## config.mk

```make
export PLATFORM = sky130hd
export DESIGN_NAME = rational_arithmetic_unit_core_flat
export DESIGN_NICKNAME = d
export VERILOG_FILES = /design/src/design/rau_pkg.sv /design/src/design/rau_if.sv /design/src/design/rau_divider.sv /design/src/design/rational_arithmetic_unit_core.sv /design/src/flat_wrapper.sv
export SDC_FILE = /design/constraint.sdc
export NUM_CORES = 2
export LEC_CHECK = 0
export BUFFER_PORTS_ARGS = -buffer_cell sky130_fd_sc_hd__buf_2
export CAP_MARGIN = 20
export CELL_PAD_IN_SITES_DETAIL_PLACEMENT = 0
export CELL_PAD_IN_SITES_GLOBAL_PLACEMENT = 1
export CORE_AREA = 2 2 421 465
export DETAILED_ROUTE_END_ITERATION = 10
export DIE_AREA = 0 0 423 467
export PLACE_DENSITY = 0.77
export SYNTH_ARGS = -nofsm -noshare
export SYNTH_HDL_FRONTEND = slang
export SYNTH_SLANG_ARGS = --single-unit
```

## constraint.sdc

```tcl
create_clock -name clk -period 10.9 [get_ports clk]
set_input_delay 1.635 -clock clk [delete_from_list [all_inputs] [get_ports clk]]
set_output_delay 1.635 -clock clk [all_outputs]
set_load 0.05 [all_outputs]
```

## src/design/rau_pkg.sv

```systemverilog
// shared types, constants and codes of the rational arithmetic unit
package rau_pkg;

  localparam int unsigned DefValueWidth = 32;
  localparam int unsigned FieldWidth    = 32;
  localparam int unsigned DenOutWidth   = 31;

  typedef enum logic [1:0] {
    CMD_ADD = 2'd0,
    CMD_SUB = 2'd1,
    CMD_MUL = 2'd2,
    CMD_DIV = 2'd3
  } cmd_t;

  typedef enum logic [1:0] {
    ST_OK       = 2'd0,
    ST_ZERO_DEN = 2'd1,
    ST_DIV_ZERO = 2'd2,
    ST_OVERFLOW = 2'd3
  } status_t;

  // sequencer states of the top level
  typedef enum logic [3:0] {
    S_IDLE,
    S_MUL0,
    S_MUL1,
    S_MUL2,
    S_COMB,
    S_GCD_START,
    S_GCD_WAIT,
    S_QN_START,
    S_QN_WAIT,
    S_QD_START,
    S_QD_WAIT,
    S_CHECK,
    S_OUT
  } state_t;

  // divider states
  typedef enum logic [1:0] {
    D_IDLE,
    D_RUN,
    D_DONE
  } div_state_t;

  // request from the sequencer to the divider
  typedef struct packed {
    logic start;
    logic take;
  } div_ctrl_t;

  // divider status back to the sequencer
  typedef struct packed {
    logic busy;
    logic done;
  } div_stat_t;

endpackage

```

## src/design/rau_if.sv

```systemverilog
// valid/ready channel interfaces of the rational arithmetic unit
interface rau_in_if;
  logic        valid;
  logic        ready;
  logic [1:0]  command;
  logic signed [rau_pkg::FieldWidth-1:0] left_num;
  logic signed [rau_pkg::FieldWidth-1:0] left_den;
  logic signed [rau_pkg::FieldWidth-1:0] right_num;
  logic signed [rau_pkg::FieldWidth-1:0] right_den;

  modport source (output valid, command, left_num, left_den, right_num, right_den,
                  input ready);
  modport sink (input valid, command, left_num, left_den, right_num, right_den,
                output ready);
endinterface

interface rau_out_if;
  logic        valid;
  logic        ready;
  logic signed [rau_pkg::FieldWidth-1:0]  result_num;
  logic        [rau_pkg::DenOutWidth-1:0] result_den;
  logic [1:0]  status;

  modport source (output valid, result_num, result_den, status, input ready);
  modport sink (input valid, result_num, result_den, status, output ready);
endinterface

```

## src/design/rau_divider.sv

```systemverilog
// shared restoring divider, one quotient bit per cycle
module rau_divider #(
  parameter int unsigned W = 64
) (
  input  logic                 clk,
  input  logic                 rst_n,
  input  rau_pkg::div_ctrl_t   ctrl,
  input  logic [W-1:0]         dividend,
  input  logic [W-1:0]         divisor,
  output rau_pkg::div_stat_t   stat,
  output logic [W-1:0]         quotient,
  output logic [W-1:0]         remainder
);
  import rau_pkg::*;

  localparam int unsigned CW = $clog2(W + 1);

  div_state_t   state_r, state_nxt;
  logic [W-1:0] q_r, q_nxt;
  logic [W-1:0] rem_r, rem_nxt;
  logic [W-1:0] dvs_r, dvs_nxt;
  logic [CW-1:0] cnt_r, cnt_nxt;
  logic [W:0]   trial;
  logic [W:0]   shifted;

  always_ff @(posedge clk) begin
    if (!rst_n) begin
      state_r <= D_IDLE;
      cnt_r   <= '0;
    end else begin
      state_r <= state_nxt;
      cnt_r   <= cnt_nxt;
    end
  end

  always_ff @(posedge clk) begin
    q_r   <= q_nxt;
    rem_r <= rem_nxt;
    dvs_r <= dvs_nxt;
  end

  always_comb begin
    state_nxt = state_r;
    cnt_nxt   = cnt_r;
    q_nxt     = q_r;
    rem_nxt   = rem_r;
    dvs_nxt   = dvs_r;
    shifted   = {rem_r, q_r[W-1]};
    trial     = shifted - {1'b0, dvs_r};
    unique case (state_r)
      D_IDLE: begin
        if (ctrl.start) begin
          q_nxt     = dividend;
          rem_nxt   = '0;
          dvs_nxt   = divisor;
          cnt_nxt   = CW'(W);
          state_nxt = D_RUN;
        end
      end
      D_RUN: begin
        // shift in the next dividend bit, subtract when it fits
        if (!trial[W]) begin
          rem_nxt = trial[W-1:0];
          q_nxt   = {q_r[W-2:0], 1'b1};
        end else begin
          rem_nxt = shifted[W-1:0];
          q_nxt   = {q_r[W-2:0], 1'b0};
        end
        cnt_nxt = cnt_r - 1'b1;
        if (cnt_r == CW'(1)) begin
          state_nxt = D_DONE;
        end
      end
      D_DONE: begin
        if (ctrl.take) begin
          state_nxt = D_IDLE;
        end
      end
      default: state_nxt = D_IDLE;
    endcase
  end

  assign stat.busy  = (state_r != D_IDLE);
  assign stat.done  = (state_r == D_DONE);
  assign quotient   = q_r;
  assign remainder  = rem_r;

endmodule

```

## src/design/rational_arithmetic_unit_core.sv

```systemverilog
// rational arithmetic unit top level: sequencer, shared multiplier and divider
//
//  channel | dir | beat contents
//  in_     | in  | command, left_num, left_den, right_num, right_den
//  out_    | out | result_num, result_den, status
//
// one item at a time; in_ready is high only while the sequencer is idle
// each Euclid step and each of the two reductions is one run of the
// shared 2*VALUE_WIDTH bit restoring divider
// errors found on the operands skip the arithmetic and go straight to S_OUT
// the result beat holds in its register while out_ready is low
// a finished item waits in S_OUT until the output register is free
// rst_n is synchronous and clears the sequencer and the output valid flag
module rational_arithmetic_unit_core #(
  parameter int unsigned VALUE_WIDTH = rau_pkg::DefValueWidth
) (
  input  logic   clk,
  input  logic   rst_n,
  rau_in_if.sink    in_ch,
  rau_out_if.source out_ch
);
  import rau_pkg::*;

  localparam int unsigned VW = VALUE_WIDTH;
  localparam int unsigned WW = 2 * VW;
  localparam int unsigned FW = FieldWidth;

  state_t state_r, state_nxt;

  logic [1:0]    cmd_r, cmd_nxt;
  logic [VW-1:0] ma_r, da_r, mc_r, dc_r;
  logic [VW-1:0] ma_nxt, da_nxt, mc_nxt, dc_nxt;
  logic          sa_r, sc_r, sa_nxt, sc_nxt;
  logic [WW-1:0] x_r, y_r, den_r, mag_r;
  logic [WW-1:0] x_nxt, y_nxt, den_nxt, mag_nxt;
  logic          neg_r, neg_nxt;
  logic [WW-1:0] ga_r, gb_r, ga_nxt, gb_nxt;
  logic [WW-1:0] g_r, g_nxt;

  // finished result waiting for the output register
  logic signed [FW-1:0]  res_num_r, res_num_nxt;
  logic [DenOutWidth-1:0] res_den_r, res_den_nxt;
  status_t       res_st_r, res_st_nxt;

  logic signed [FW-1:0]  onum_r, onum_nxt;
  logic [DenOutWidth-1:0] oden_r, oden_nxt;
  status_t       ost_r, ost_nxt;
  logic          ovalid_r, ovalid_nxt;

  // shared multiplier operands
  logic [VW-1:0] mul_a, mul_b;
  logic [WW-1:0] mul_p;

  div_ctrl_t     dctrl;
  div_stat_t     dstat;
  logic [WW-1:0] div_n, div_d, div_q, div_r;

  // operand split into sign and magnitude
  function automatic logic [VW:0] split_fn(input logic [FW-1:0] raw);
    logic [VW-1:0] v;
    logic [VW-1:0] m;
    v = raw[VW-1:0];
    m = v[VW-1] ? (~v + 1'b1) : v;
    return {v[VW-1], m};
  endfunction

  logic [VW:0] sp_ln, sp_ld, sp_rn, sp_rd;
  assign sp_ln = split_fn(in_ch.left_num);
  assign sp_ld = split_fn(in_ch.left_den);
  assign sp_rn = split_fn(in_ch.right_num);
  assign sp_rd = split_fn(in_ch.right_den);

  assign mul_p = WW'(mul_a) * WW'(mul_b);

  rau_divider #(.W(WW)) u_div (
    .clk       (clk),
    .rst_n     (rst_n),
    .ctrl      (dctrl),
    .dividend  (div_n),
    .divisor   (div_d),
    .stat      (dstat),
    .quotient  (div_q),
    .remainder (div_r)
  );

  always_ff @(posedge clk) begin
    if (!rst_n) begin
      state_r  <= S_IDLE;
      ovalid_r <= 1'b0;
    end else begin
      state_r  <= state_nxt;
      ovalid_r <= ovalid_nxt;
    end
  end

  always_ff @(posedge clk) begin
    cmd_r     <= cmd_nxt;
    ma_r      <= ma_nxt;
    da_r      <= da_nxt;
    mc_r      <= mc_nxt;
    dc_r      <= dc_nxt;
    sa_r      <= sa_nxt;
    sc_r      <= sc_nxt;
    x_r       <= x_nxt;
    y_r       <= y_nxt;
    den_r     <= den_nxt;
    mag_r     <= mag_nxt;
    neg_r     <= neg_nxt;
    ga_r      <= ga_nxt;
    gb_r      <= gb_nxt;
    g_r       <= g_nxt;
    res_num_r <= res_num_nxt;
    res_den_r <= res_den_nxt;
    res_st_r  <= res_st_nxt;
    onum_r    <= onum_nxt;
    oden_r    <= oden_nxt;
    ost_r     <= ost_nxt;
  end

  localparam logic [WW-1:0] Half = WW'(1) << (VW - 1);

  logic sy_w;
  logic [WW-1:0] signed_mag;

  always_comb begin
    state_nxt   = state_r;
    cmd_nxt     = cmd_r;
    ma_nxt      = ma_r;
    da_nxt      = da_r;
    mc_nxt      = mc_r;
    dc_nxt      = dc_r;
    sa_nxt      = sa_r;
    sc_nxt      = sc_r;
    x_nxt       = x_r;
    y_nxt       = y_r;
    den_nxt     = den_r;
    mag_nxt     = mag_r;
    neg_nxt     = neg_r;
    ga_nxt      = ga_r;
    gb_nxt      = gb_r;
    g_nxt       = g_r;
    res_num_nxt = res_num_r;
    res_den_nxt = res_den_r;
    res_st_nxt  = res_st_r;
    onum_nxt    = onum_r;
    oden_nxt    = oden_r;
    ost_nxt     = ost_r;
    ovalid_nxt  = ovalid_r;
    mul_a       = ma_r;
    mul_b       = dc_r;
    dctrl       = '0;
    div_n       = ga_r;
    div_d       = gb_r;
    sy_w        = 1'b0;
    signed_mag  = '0;
    in_ch.ready = 1'b0;

    if (ovalid_r && out_ch.ready) begin
      ovalid_nxt = 1'b0;
    end

    unique case (state_r)
      S_IDLE: begin
        in_ch.ready = 1'b1;
        if (in_ch.valid) begin
          cmd_nxt = in_ch.command;
          ma_nxt  = sp_ln[VW-1:0];
          da_nxt  = sp_ld[VW-1:0];
          mc_nxt  = sp_rn[VW-1:0];
          dc_nxt  = sp_rd[VW-1:0];
          sa_nxt  = (sp_ln[VW] != sp_ld[VW]) && (sp_ln[VW-1:0] != '0);
          sc_nxt  = (sp_rn[VW] != sp_rd[VW]) && (sp_rn[VW-1:0] != '0);
          res_num_nxt = '0;
          res_den_nxt = '0;
          if (sp_ld[VW-1:0] == '0 || sp_rd[VW-1:0] == '0) begin
            res_st_nxt = ST_ZERO_DEN;
            state_nxt  = S_OUT;
          end else if (cmd_t'(in_ch.command) == CMD_DIV && sp_rn[VW-1:0] == '0) begin
            res_st_nxt = ST_DIV_ZERO;
            state_nxt  = S_OUT;
          end else begin
            state_nxt = S_MUL0;
          end
        end
      end
      S_MUL0: begin
        // first product: ma*dc, or ma*mc for multiply
        mul_a = ma_r;
        mul_b = (cmd_t'(cmd_r) == CMD_MUL) ? mc_r : dc_r;
        x_nxt = mul_p;
        state_nxt = S_MUL1;
      end
      S_MUL1: begin
        mul_a = mc_r;
        mul_b = da_r;
        y_nxt = mul_p;
        state_nxt = S_MUL2;
      end
      S_MUL2: begin
        // denominator: da*mc for divide, else da*dc
        mul_a = da_r;
        mul_b = (cmd_t'(cmd_r) == CMD_DIV) ? mc_r : dc_r;
        den_nxt = mul_p;
        state_nxt = S_COMB;
      end
      S_COMB: begin
        if (cmd_t'(cmd_r) == CMD_ADD || cmd_t'(cmd_r) == CMD_SUB) begin
          sy_w = (cmd_t'(cmd_r) == CMD_SUB) ? !sc_r : sc_r;
          if (y_r == '0) sy_w = 1'b0;
          if (sa_r == sy_w) begin
            mag_nxt = x_r + y_r;
            neg_nxt = sa_r;
          end else if (x_r >= y_r) begin
            mag_nxt = x_r - y_r;
            neg_nxt = sa_r;
          end else begin
            mag_nxt = y_r - x_r;
            neg_nxt = sy_w;
          end
        end else begin
          mag_nxt = x_r;
          neg_nxt = sa_r != sc_r;
        end
        state_nxt = S_GCD_START;
      end
      S_GCD_START: begin
        if (mag_r == '0) begin
          res_num_nxt = '0;
          res_den_nxt = DenOutWidth'(1);
          res_st_nxt  = ST_OK;
          state_nxt   = S_OUT;
        end else begin
          ga_nxt    = mag_r;
          gb_nxt    = den_r;
          state_nxt = S_GCD_WAIT;
        end
      end
      S_GCD_WAIT: begin
        // one Euclid step per divider run
        if (gb_r == '0) begin
          g_nxt     = ga_r;
          state_nxt = S_QN_START;
        end else if (!dstat.busy) begin
          dctrl.start = 1'b1;
        end else if (dstat.done) begin
          dctrl.take = 1'b1;
          ga_nxt = gb_r;
          gb_nxt = div_r;
        end
      end
      S_QN_START: begin
        div_n = mag_r;
        div_d = g_r;
        dctrl.start = 1'b1;
        state_nxt = S_QN_WAIT;
      end
      S_QN_WAIT: begin
        if (dstat.done) begin
          dctrl.take = 1'b1;
          mag_nxt = div_q;
          state_nxt = S_QD_START;
        end
      end
      S_QD_START: begin
        div_n = den_r;
        div_d = g_r;
        dctrl.start = 1'b1;
        state_nxt = S_QD_WAIT;
      end
      S_QD_WAIT: begin
        if (dstat.done) begin
          dctrl.take = 1'b1;
          den_nxt = div_q;
          state_nxt = S_CHECK;
        end
      end
      S_CHECK: begin
        signed_mag = neg_r ? (~mag_r + 1'b1) : mag_r;
        if (den_r > Half - 1'b1 || (neg_r ? (mag_r > Half) : (mag_r > Half - 1'b1))) begin
          res_num_nxt = '0;
          res_den_nxt = '0;
          res_st_nxt  = ST_OVERFLOW;
        end else begin
          res_num_nxt = FW'(signed'(signed_mag[VW-1:0]));
          res_den_nxt = DenOutWidth'(den_r);
          res_st_nxt  = ST_OK;
        end
        state_nxt = S_OUT;
      end
      S_OUT: begin
        // load once the previous beat has left or is leaving
        if (!ovalid_r || out_ch.ready) begin
          onum_nxt   = res_num_r;
          oden_nxt   = res_den_r;
          ost_nxt    = res_st_r;
          ovalid_nxt = 1'b1;
          state_nxt  = S_IDLE;
        end
      end
      default: state_nxt = S_IDLE;
    endcase
  end

  assign out_ch.valid      = ovalid_r;
  assign out_ch.result_num = onum_r;
  assign out_ch.result_den = oden_r;
  assign out_ch.status     = ost_r;

  // a new item is taken only with the sequencer idle
  a_accept_idle: assert property (@(posedge clk) disable iff (!rst_n)
    (in_ch.valid && in_ch.ready) |-> (state_r == S_IDLE))
    else $error("input beat taken while busy");

  // error results carry zero fields
  a_err_zero: assert property (@(posedge clk) disable iff (!rst_n)
    (ovalid_r && ost_r != ST_OK) |-> (onum_r == '0 && oden_r == '0))
    else $error("error result with nonzero fields");

  // ok results have a positive denominator
  a_ok_den: assert property (@(posedge clk) disable iff (!rst_n)
    (ovalid_r && ost_r == ST_OK) |-> (oden_r != '0))
    else $error("ok result with zero denominator");

  // a stalled result stays put
  a_hold: assert property (@(posedge clk) disable iff (!rst_n)
    (ovalid_r && !out_ch.ready) |=> (ovalid_r && $stable(onum_r) && $stable(ost_r)))
    else $error("result changed under stall");

endmodule

```

## src/flat_wrapper.sv

```systemverilog
// flat-port wrapper written by rule: the top's interface ports become plain ports
module rational_arithmetic_unit_core_flat import rau_pkg::*;
#(
  parameter int unsigned VALUE_WIDTH = rau_pkg::DefValueWidth
)
  (clk, rst_n, in_ch_valid, in_ch_command, in_ch_left_num, in_ch_left_den, in_ch_right_num, in_ch_right_den, in_ch_ready, out_ch_valid, out_ch_result_num, out_ch_result_den, out_ch_status, out_ch_ready);
  rau_in_if in_ch_i ();
  rau_out_if out_ch_i ();
  input  logic clk;
  input  logic rst_n;
  input wire logic [$bits(in_ch_i.valid)-1:0] in_ch_valid;
  input wire logic [$bits(in_ch_i.command)-1:0] in_ch_command;
  input wire logic [$bits(in_ch_i.left_num)-1:0] in_ch_left_num;
  input wire logic [$bits(in_ch_i.left_den)-1:0] in_ch_left_den;
  input wire logic [$bits(in_ch_i.right_num)-1:0] in_ch_right_num;
  input wire logic [$bits(in_ch_i.right_den)-1:0] in_ch_right_den;
  output wire logic [$bits(in_ch_i.ready)-1:0] in_ch_ready;
  output wire logic [$bits(out_ch_i.valid)-1:0] out_ch_valid;
  output wire logic [$bits(out_ch_i.result_num)-1:0] out_ch_result_num;
  output wire logic [$bits(out_ch_i.result_den)-1:0] out_ch_result_den;
  output wire logic [$bits(out_ch_i.status)-1:0] out_ch_status;
  input wire logic [$bits(out_ch_i.ready)-1:0] out_ch_ready;
  assign in_ch_i.valid = in_ch_valid;
  assign in_ch_i.command = in_ch_command;
  assign in_ch_i.left_num = in_ch_left_num;
  assign in_ch_i.left_den = in_ch_left_den;
  assign in_ch_i.right_num = in_ch_right_num;
  assign in_ch_i.right_den = in_ch_right_den;
  assign in_ch_ready = in_ch_i.ready;
  assign out_ch_valid = out_ch_i.valid;
  assign out_ch_result_num = out_ch_i.result_num;
  assign out_ch_result_den = out_ch_i.result_den;
  assign out_ch_status = out_ch_i.status;
  assign out_ch_i.ready = out_ch_ready;
  rational_arithmetic_unit_core #(.VALUE_WIDTH(VALUE_WIDTH)) u_core (.clk(clk), .rst_n(rst_n), .in_ch(in_ch_i), .out_ch(out_ch_i));
endmodule
```

==> impl_metrics.json <==
{
  "post-synth-top-area-fraction": 0.307,
  "antenna_violations_before_repair": 8,
  "reg2reg_setup_slack_ps": 270,
  "synth_enable_flop_cells": 903,
  "postSynthAreaPerCell_um2": 9.53,
  "clock_sinks": 917,
  "hold_class": "reg -> reg",
  "synth_warnings": 0,
  "die_w_um": 423,
  "critical_path.startpoint_type": "flop",
  "pre_cts_ws_ps": -152,
  "final_min_period_over_clock_period": 0.975,
  "final_period_minus_worst_setup_slack_ps": 10630,
  "mean_number_of_vias_per_cell": 5.92,
  "fin_worst_skew_ps": 64.9,
  "critical_path.slowest_cell": "sky130_fd_sc_hd__fa_1",
  "grt_most_used_layer": "met2",
  "post-place-cells": 11732,
  "critical_path.max_stage_delay_ps": 610,
  "grt_use_met2": 0.533,
  "drt-wirelength-per-cell_um": 27.2,
  "die_area_um2": 198000,
  "synth_sequential_area_ratio": 0.310,
  "clk_pin_slew_worst_paths_ps": 80,
  "critPathMostFrequentCell": "sky130_fd_sc_hd__fa_1",
  "timing.final.setup_violations": 0,
  "fp-row-count": 169,
  "cp_data_required_time_ps": 11390,
  "ys_async_sr_fraction": 0,
  "syn-instance-count": 9258,
  "grt_use_met1": 0.421,
  "rr_worst_depth": 32,
  "floorplan.die.height_um": 467,
  "std_cell_core_area_um2": 192000,
  "gr-total-overflow": 0,
  "critPathMaxFanout": 14,
  "design.portCount": 201,
  "grt_max_degree": 78,
  "main_area_contributors_after_synthesis": "sky130_fd_sc_hd__edfxtp_1 (31%), sky130_fd_sc_hd__fa_1 (20%), sky130_fd_sc_hd__ha_1 (7.4%), sky130_fd_sc_hd__inv_1 (5.0%), sky130_fd_sc_hd__nor2_1 (4.7%)",
  "rsz0062_at_grt": "no",
  "area_growth_syn_to_layout_pct": 8.65,
  "synthDominantAreaCellType": "sky130_fd_sc_hd__edfxtp_1",
  "status": "completed",
  "finalNonFillerCells": 11923,
  "grt_pass1_wl_um": 477000,
  "number_of_global_route_vias_before_repair": 72354,
  "syn_nets": 10817,
  "cts.path.max_buffers": 3,
  "postSynthRegisterBits": 917,
  "clock_tree_from_tritoncts": "done",
  "drive_above_1_share": 0.0965,
  "routed-via-count": 70554,
  "max_slew.worst_pin.slew_ps": 1260,
  "timing.max_slew.rel_slack": 0.148,
  "number_of_input_and_output_port_buffers_inserted": 200,
  "post-route-worst-setup-slack_ps": 270,
  "syn_area_um2": 88200,
  "gp_congestion": 1.04,
  "initial_core_util": 0.459,
  "yosys.cell_count.top_type": "sky130_fd_sc_hd__inv_1",
  "drv_cap": 0,
  "dpl.hpwl_um": 261000,
  "drtIter0Drc": 6264,
  "worst-endpoint-arrival_ps": 11120,
  "critical_path_class": "reg -> reg",
  "clock_tree.htree_level_count": 3,
  "timing.hold.ws_ps": 388,
  "hold_path_depth": 0,
  "drt.antenna.violating_nets": 0,
  "timing.final.max_slew_violations": 0,
  "track_usage": 0.325,
  "num-fill-cells": 17986,
  "cts_made_buffers": 98,
  "synth.top_cells.by_count": "sky130_fd_sc_hd__inv_1 (1,177), sky130_fd_sc_hd__nor2_1 (1,110), sky130_fd_sc_hd__nand2_1 (953)",
  "clk_latency_worst_skew_pair_ps": 780,
  "setup.worst_path.end_class": "flop",
  "synth.lib_cells_used.distinct": 97,
  "fmax_mhz": 94.1,
  "timing.final.hold_violations": 0,
  "cts_root_buffer": "sky130_fd_sc_hd__clkbuf_16",
  "fin_tns_setup_ps": 0,
  "grt_util_met3": 0.0412,
  "post-route-drc-count": 0,
  "ys_dominant_reg_cell": "sky130_fd_sc_hd__edfxtp_1",
  "finish.net_count": 10829,
  "wl_um": 324000,
  "drt_pass1_iterations": 6
}
-- stage by stage --
stage	utilization	instance area [µm²]
after global routing	0.498	95900
after global placement	0.480	92400
after floorplan	-	88300
final	0.498	95900
after CTS	0.498	95800
after detailed placement	0.480	92400
-- placed cells by master, fill, tap and decap left out, drive strengths merged, types with 90 or more instances in the layout --
cell type / Yosys / layout
inv: 1177 / 1181
nor4: 95 / 95
nand3: 102 / 102
mux2: 223 / 223
xnor2: 244 / 244
clkbuf: 452 / 112
nand2: 953 / 953
a31oi: 120 / 120
edfxtp: 903 / 903
buf: 36 / 399
ha: 525 / 525
xor2: 90 / 90
o21bai: 93 / 93
a21oi: 567 / 567
nor3: 101 / 101
a22oi: 93 / 93
o21ai: 339 / 339
nor2: 1110 / 1111
a21o: 147 / 147
fa: 900 / 900
-- per-layer routing --
layer	wire (µm)	part of all wire
met2	151000	0.47
met5	13	0.000040
met4	20000	0.062
met3	20400	0.063
met1	133000	0.41
-- flip-flops by register name (all words and copies together), names as in the netlist, 7 cells and up --
register and cells:
u_core.den_r 64, u_core.g_r 64, u_core.ga_r 64, u_core.gb_r 64, u_core.mag_r 64, u_core.u_div.dvs_r 64, u_core.u_div.quotient 64, u_core.u_div.remainder 64
u_core.x_r 64, u_core.y_r 64, u_core.da_r 32, u_core.dc_r 32, u_core.ma_r 32, u_core.mc_r 32, u_core.out_ch.result_num 32, u_core.res_num_r 32
u_core.out_ch.result_den 31, u_core.res_den_r 31, u_core.u_div.cnt_r 7
-- path summary, 6_finish.rpt --
kind / from / end
worst max-delay path: u_core.state_r[3] / u_core.den_r[58]
worst max register to register: u_core.state_r[3] / u_core.den_r[58]
worst min register to register: u_core.res_den_r[14] / u_core.out_ch.result_den[14]
worst min-delay path: u_core.res_den_r[14] / u_core.out_ch.result_den[14]
-- cell type report --
class	instances	area [µm²]	area share
multi-input combinational	6675	54800	0.572
inverter	1179	4430	0.0462
clock inverter	72	903	0.00942
timing repair buffer	399	2570	0.0268
sequential	917	27400	0.286
clock buffer	112	2510	0.0262
antenna	4	10.0	0.000104
tap	2565	3210	0.0335
-- critical path: cells and delay by family, from the launching register on --
family,cells,cell delay [ps]
fa+ha+maj,9,4480
compound gates,8,2410
simple gates,6,1470
buf+inv,7,1250
flops,1,320
mux,1,270
xor+xnor,1,90
-- cell families after synthesis --
family,count (synthesis),share of synthesized area
buffers and inverters,1667,0.0710
adder cells (fa/ha/maj),1425,0.279
XOR/XNOR,334,0.0331
AND/OR/NAND/NOR,2851,0.143
multiplexers,295,0.0366
flip-flops,917,0.310
AO/OA/AOI/OAI,1769,0.127
-- timing repair --
action                     CTS  global route
cloned                       0             1
resized for setup            2            12
pin swaps                    0             1
setup endpoints to repair    2            17
hold buffers                 0             0
setup buffers                0             2
Power is not shown: default switching activity piles up to over one toggle a cycle in this logic, so the estimate is an artifact.
